**config.mk**
```make
export PLATFORM = sky130hd
export DESIGN_NAME = bfpd_frame
export DESIGN_NICKNAME = d
export VERILOG_FILES = /design/src/design/bfpd_pkg.sv /design/src/design/bfpd_frame.sv
export SDC_FILE = /design/constraint.sdc
export NUM_CORES = 1
export LEC_CHECK = 0
export BUFFER_PORTS_ARGS = -buffer_cell sky130_fd_sc_hd__clkbuf_2
export CAP_MARGIN = 40
export CORE_MARGIN = 2
export CORE_UTILIZATION = 55
export DETAILED_ROUTE_END_ITERATION = 16
export HOLD_SLACK_MARGIN = 0.1
export PLACE_DENSITY_LB_ADDON = 0.3
export SLEW_MARGIN = 0
export SYNTH_ARGS = -nofsm -noshare
export SYNTH_HDL_FRONTEND = slang
export SYNTH_SLANG_ARGS = --single-unit
```
**constraint.sdc**
```tcl
create_clock -name clk -period 5.7 [get_ports clk]
set_input_delay 1.14 -clock clk [delete_from_list [all_inputs] [get_ports clk]]
set_output_delay 1.14 -clock clk [all_outputs]
set_load 0.005 [all_outputs]
```
**src/design/bfpd_pkg.sv**
```systemverilog
// Shared types and constants for the beacon frame parser / dedup block.
// No dependencies; every other design file imports this package.
package bfpd_pkg;

    // Table depth and derived widths
    localparam int MAX_ENTRIES = 128;
    localparam int IDX_W       = (MAX_ENTRIES > 1) ? $clog2(MAX_ENTRIES) : 1;
    localparam int CNT_W       = $clog2(MAX_ENTRIES + 1);
    localparam int LIM_W       = (CNT_W > 8) ? CNT_W : 8;

    // Frame layout
    localparam int FRAME_LEN   = 21;
    localparam int POS_W       = 5;
    localparam int ID_W        = 48;
    localparam int EXTRA_W     = 32;

    localparam logic [7:0] CH_COLON = 8'h3A;  // ':'
    localparam logic [7:0] CH_LT    = 8'h3C;  // '<'
    localparam logic [7:0] CH_GT    = 8'h3E;  // '>'
    localparam logic [7:0] CH_FIVE  = 8'h35;  // '5'
    localparam logic [7:0] CH_ZERO  = 8'h30;  // '0'
    localparam logic [7:0] CH_NINE  = 8'h39;  // '9'

    localparam logic [3:0] MARKER_GOAL = 4'd14;

    // Register reset values
    localparam logic [6:0] RSSI_LIMIT_RST   = 7'd99;
    localparam logic [7:0] WINDOW_LIMIT_RST = 8'd90;

    // Configuration register indexes
    typedef enum logic [0:0] {
        CFG_RSSI_LIMIT   = 1'b0,
        CFG_WINDOW_LIMIT = 1'b1
    } cfg_idx_t;

    // Request operations
    typedef enum logic [0:0] {
        OP_BYTE  = 1'b0,
        OP_CLOSE = 1'b1
    } op_t;

    // Result event codes
    typedef enum logic [2:0] {
        EV_NEW    = 3'd0,
        EV_DUP    = 3'd1,
        EV_RSSI   = 3'd2,
        EV_FULL   = 3'd3,
        EV_CLOSED = 3'd4,
        EV_LINK   = 3'd5
    } event_t;

    // Controller states
    typedef enum logic [1:0] {
        ST_IDLE,
        ST_SEARCH,
        ST_REPORT,
        ST_FULL
    } state_t;

    // Channel payloads
    typedef struct packed {
        logic       operation;
        logic [7:0] data_byte;
    } item_t;

    typedef struct packed {
        logic [2:0]         event_res;
        logic [ID_W-1:0]    beacon_id;
        logic [EXTRA_W-1:0] beacon_extra;
        logic [6:0]         rssi_level;
        logic [7:0]         unique_count;
        logic               last;
    } result_t;

    // Parsed view of the frame buffer
    typedef struct packed {
        logic               full;       // exactly FRAME_LEN bytes held
        logic               has_five;
        logic               digits_ok;
        logic [6:0]         rssi;
        logic [ID_W-1:0]    id;
        logic [EXTRA_W-1:0] extra;
    } frame_view_t;

    // Search token handed from cell to cell
    typedef struct packed {
        logic valid;
        logic hit;
    } probe_t;

    // Table write broadcast to every cell
    typedef struct packed {
        logic             en;
        logic [IDX_W-1:0] addr;
        logic [ID_W-1:0]  data;
    } tbl_wr_t;

endpackage

```
**src/design/bfpd_frame.sv**
```systemverilog
// Frame collector: byte shift line, saturating position and field decode.
// Depends on bfpd_pkg.
module bfpd_frame
    import bfpd_pkg::*;
(
    input  logic        clk,
    input  logic        rst_n,
    input  logic        take,
    input  logic [7:0]  data_byte,
    output frame_view_t view
);

    logic [7:0]       bytes_reg [FRAME_LEN];   // index 0 holds the newest byte
    logic [POS_W-1:0] pos_reg;
    logic [POS_W-1:0] pos_next;
    logic             is_colon;
    logic             is_marker;
    logic             shift_en;
    logic [7:0]       d0;
    logic [7:0]       d1;
    logic [3:0]       d0_val;
    logic [3:0]       d1_val;

    assign is_colon  = data_byte == CH_COLON;
    assign is_marker = (data_byte == CH_LT) || (data_byte == CH_GT);
    assign shift_en  = take && !is_colon && !is_marker && (pos_reg < POS_W'(FRAME_LEN));

    // Position: cleared by ':', saturates one past a full frame
    always_comb
    begin
        pos_next = pos_reg;
        if (take && is_colon)
        begin
            pos_next = '0;
        end
        else if (take && !is_marker)
        begin
            if (pos_reg < POS_W'(FRAME_LEN))
            begin
                pos_next = pos_reg + POS_W'(1);
            end
            else
            begin
                pos_next = POS_W'(FRAME_LEN + 1);
            end
        end
    end

    always_ff @(posedge clk or negedge rst_n)
    begin
        if (!rst_n)
        begin
            pos_reg <= '0;
        end
        else
        begin
            pos_reg <= pos_next;
        end
    end

    // Shift line
    always_ff @(posedge clk)
    begin
        if (shift_en)
        begin
            bytes_reg[0] <= data_byte;
            for (int i = 1; i < FRAME_LEN; i++)
            begin
                bytes_reg[i] <= bytes_reg[i-1];
            end
        end
    end

    // Field decode; frame offset k sits at bytes_reg[FRAME_LEN-1-k]
    assign d0     = bytes_reg[FRAME_LEN-1-19];
    assign d1     = bytes_reg[FRAME_LEN-1-20];
    assign d0_val = d0[3:0];
    assign d1_val = d1[3:0];

    always_comb
    begin
        view.full      = pos_reg == POS_W'(FRAME_LEN);
        view.has_five  = (bytes_reg[FRAME_LEN-1-13] == CH_FIVE) ||
                         (bytes_reg[FRAME_LEN-1-14] == CH_FIVE);
        view.digits_ok = (d0 inside {[CH_ZERO:CH_NINE]}) && (d1 inside {[CH_ZERO:CH_NINE]});
        view.rssi      = 7'(d0_val) * 7'd10 + 7'(d1_val);
        view.id        = '0;
        for (int k = 2; k <= 7; k++)
        begin
            view.id = {view.id[ID_W-9:0], bytes_reg[FRAME_LEN-1-k]};
        end
        view.extra = '0;
        for (int k = 12; k <= 15; k++)
        begin
            view.extra = {view.extra[EXTRA_W-9:0], bytes_reg[FRAME_LEN-1-k]};
        end
    end

endmodule

```
==> metrics <==
Yosys reg bits between 150 and 200; setup repair bufs after CTS 0; pre-CTS setup slack approximately 2.4 ns; Final WS setup ~2.1 ns; clk_lat worst skew between 0.5 and 0.6 ns; clock share of power 0.364; switching share of total power 0.2239; CP arrival roughly 2.5 ns; crit path time final roughly 3.6 ns; routed length on met2 between 3 and 4 mm; Lkg Pwr roughly 2.5 nW; final setup skew slightly below 0.005 ns; Core ar. between 0.01 and 0.015 mm^2; DRC Markers 0; Crit path largest cell delay 0.46 ns; status finished, final reports clean; crit-path cells ha_1, ha_1, inv_1, fa_1, nand3b_1, xnor2_1, clkbuf_2; hold_ws between 0.4 and 0.5 ns; Hold-fix buffers, CTS 0; Synth area leader edfxtp_1; global-route wire length before repair 11.33 mm; Die H roughly 110 um; Final Net Count around 370; critical path type reg -> out; unique cell type count in the Yosys netlist 31; Slew Limit Fails 0; number of global-route vias before repair between 2000 and 2500; PortBufs 100; n_diodes 0; total CTS buffers 17; number of DRC markers in iteration 0 ~130; GRT Overall Usage 0.1369; detailed-route wire length a little over 7 mm; Worst EP required about 4.6 ns; initial core utilization 0.5564; final hold viol count 0; sequential fraction of the synthesis area 0.8276; Max-Cap Viols 0; post_cts resized 0; Die Footprint ~0.011 mm^2; Fin Setup TNS 0 ns; most common cell after layout, fill and taps aside edfxtp_1; met1 wire length ~3.1 mm; Clock Sinks roughly 160; crit-path leading delay family adder cells; antenna violations before repair 0; Ports between 100 and 150; top routing layer used met4; number of iterations in the first detailed-routing pass 4; # placed instances 463; largest net degree at the start of global routing 70; P&R area growth vs syn 14.66%; ANT nets after route 0; period utilisation layout 0.6348; cell mode on critical path ha_1; DIE WIDTH ~110 um; Mapped Nets between 300 and 400; RSZ-0062 raised after global routing no; Comb power frac 0.095; post-synthesis cell area between 0.005 and 0.006 mm^2; worst path bufs/invs 2; # setup viols final 0; Worst Setup Start Kind register; commonest cells after routing, fill and taps aside edfxtp_1 (152), clkbuf_2 (100), clkbuf_16 (16); RD Place Congestion ~0.72; Largest register FFs 152; synth top area cells edfxtp_1 (81%), buf_4 (7.6%), dfrtp_1 (2.2%); Root Buffer clkbuf_8; Rows 37; layout cells sized above 1 0.3799; Flop pwr share 0.541; Slew @ Worst Pin 0.6216 ns; HP Class reg -> reg; worst-path fanout max 5; P_sw about 660 uW; routed vias approximately 2400; worst vdd ir around 0.23 mV; placed cell area 0.005929 mm^2; met3 WL 500 um; Crit. End Element output pin; DPL Wire Length 4.591 mm; cells after synthesis around 280; wire length per cell ~15 um; Slew headroom 0.5856; Worst-path clk slew ~0.06 ns; H-tree levels 4; synth warn 0; fmax 276.4 MHz; pwr dens 454.8 mW/mm^2; Design Area, Final 0.006497 mm^2; syn avg cell area between 20 and 25 um^2; CTS tree done; post-DR vias/cell ~4.8; GR Overflow Total 0; Post-Layout Cell Count between 400 and 500; Pint roughly 2.3 mW; Crit-path slowest cell edfxtp_1; Clock Tree Buf Depth 2; Synth top area share 0.8055
-- layer usage --
layer / up-vias / GRT usage
met5: - / 0
met4: 0 / 0.06767
met3: 11 / 0.05875
met2: 79 / 0.2023
met1: 1173 / 0.1752
li1: 1130 / -
-- synth_stat cells --
cell type,count
edfxtp_1,152
buf_4,57
ha_1,9
inv_1,9
nand2_1,6
dfrtp_1,5
o21ai_0,4
a21oi_1,3
nand4_1,3
nor2_1,3
xnor2_1,3
xor2_1,3
a21o_1,2
fa_1,2
nand3_1,2
nor4bb_1,2
o21ai_2,2
o41ai_4,2
a31oi_1,1
and4b_1,1
inv_2,1
nand2b_1,1
nand2b_2,1
nand3b_1,1
nand4b_4,1
nor2b_1,1
nor3_1,1
o21a_1,1
o21ai_1,1
o21bai_1,1
or4_1,1
-- cell type report --
cell class,instances,area (um^2)
clock buffers,20,425.4
clock inverters,11,142.6
fillers,730,3687
inverters,10,42.54
multi-input cells,58,511.7
flip-flops and latches,157,4690
well taps,136,170.2
repair buffers,102,515.5
-- final timing paths --
kind / endpoint / from / slack (ns) / cells after the start
setup / recovery: view[86] / bytes_reg[0][9]$_DFFE_PP_ / 2.08 / 7
hold / removal: bytes_reg[0][34]$_DFFE_PP_ / bytes_reg[0][26]$_DFFE_PP_ / 0.41 / 0
setup reg to reg: bytes_reg[0][26]$_DFFE_PP_ / pos_reg[0]$_DFFE_PN0P_ / 3.26 / 5
hold reg to reg: bytes_reg[0][34]$_DFFE_PP_ / bytes_reg[0][26]$_DFFE_PP_ / 0.41 / 0
max in group asynchronous: pos_reg[4]$_DFFE_PN0P_ / rst_n / 5.13 / 1
min in group asynchronous: pos_reg[1]$_DFFE_PN0P_ / rst_n / 0.43 / 1
-- power groups by stage --
stage	Clock [mW]	Combinational, mW	Sequential [mW]
after detailed placement	0	0.286	1.62
after floorplan	0	0.219	1.61
final	1.08	0.280	1.60
after global routing	1.15	0.314	1.62
after global placement	0	0.280	1.61
after CTS	1.10	0.286	1.60
-- stage by stage --
step | total power [mW] | util
2_1_floorplan | 1.830 | -
5_1_grt | 3.090 | 0.6380
4_1_cts | 2.996 | 0.6380
3_3_place_gp | 1.894 | 0.5822
6_report | 2.955 | 0.6380
3_5_place_dp | 1.911 | 0.5822
-- logic make-up after synthesis --
kind of cell,count (synthesis),synth area share
DFF,157,0.8276
and+or+nand+nor,24,0.02782
AOI/OAI and AO/OA,17,0.02627
buffers and inverters,67,0.08214
xor gates and xnor gates,6,0.009275
adders and majority gates,11,0.02694
(Power assumes the default switching activity.)
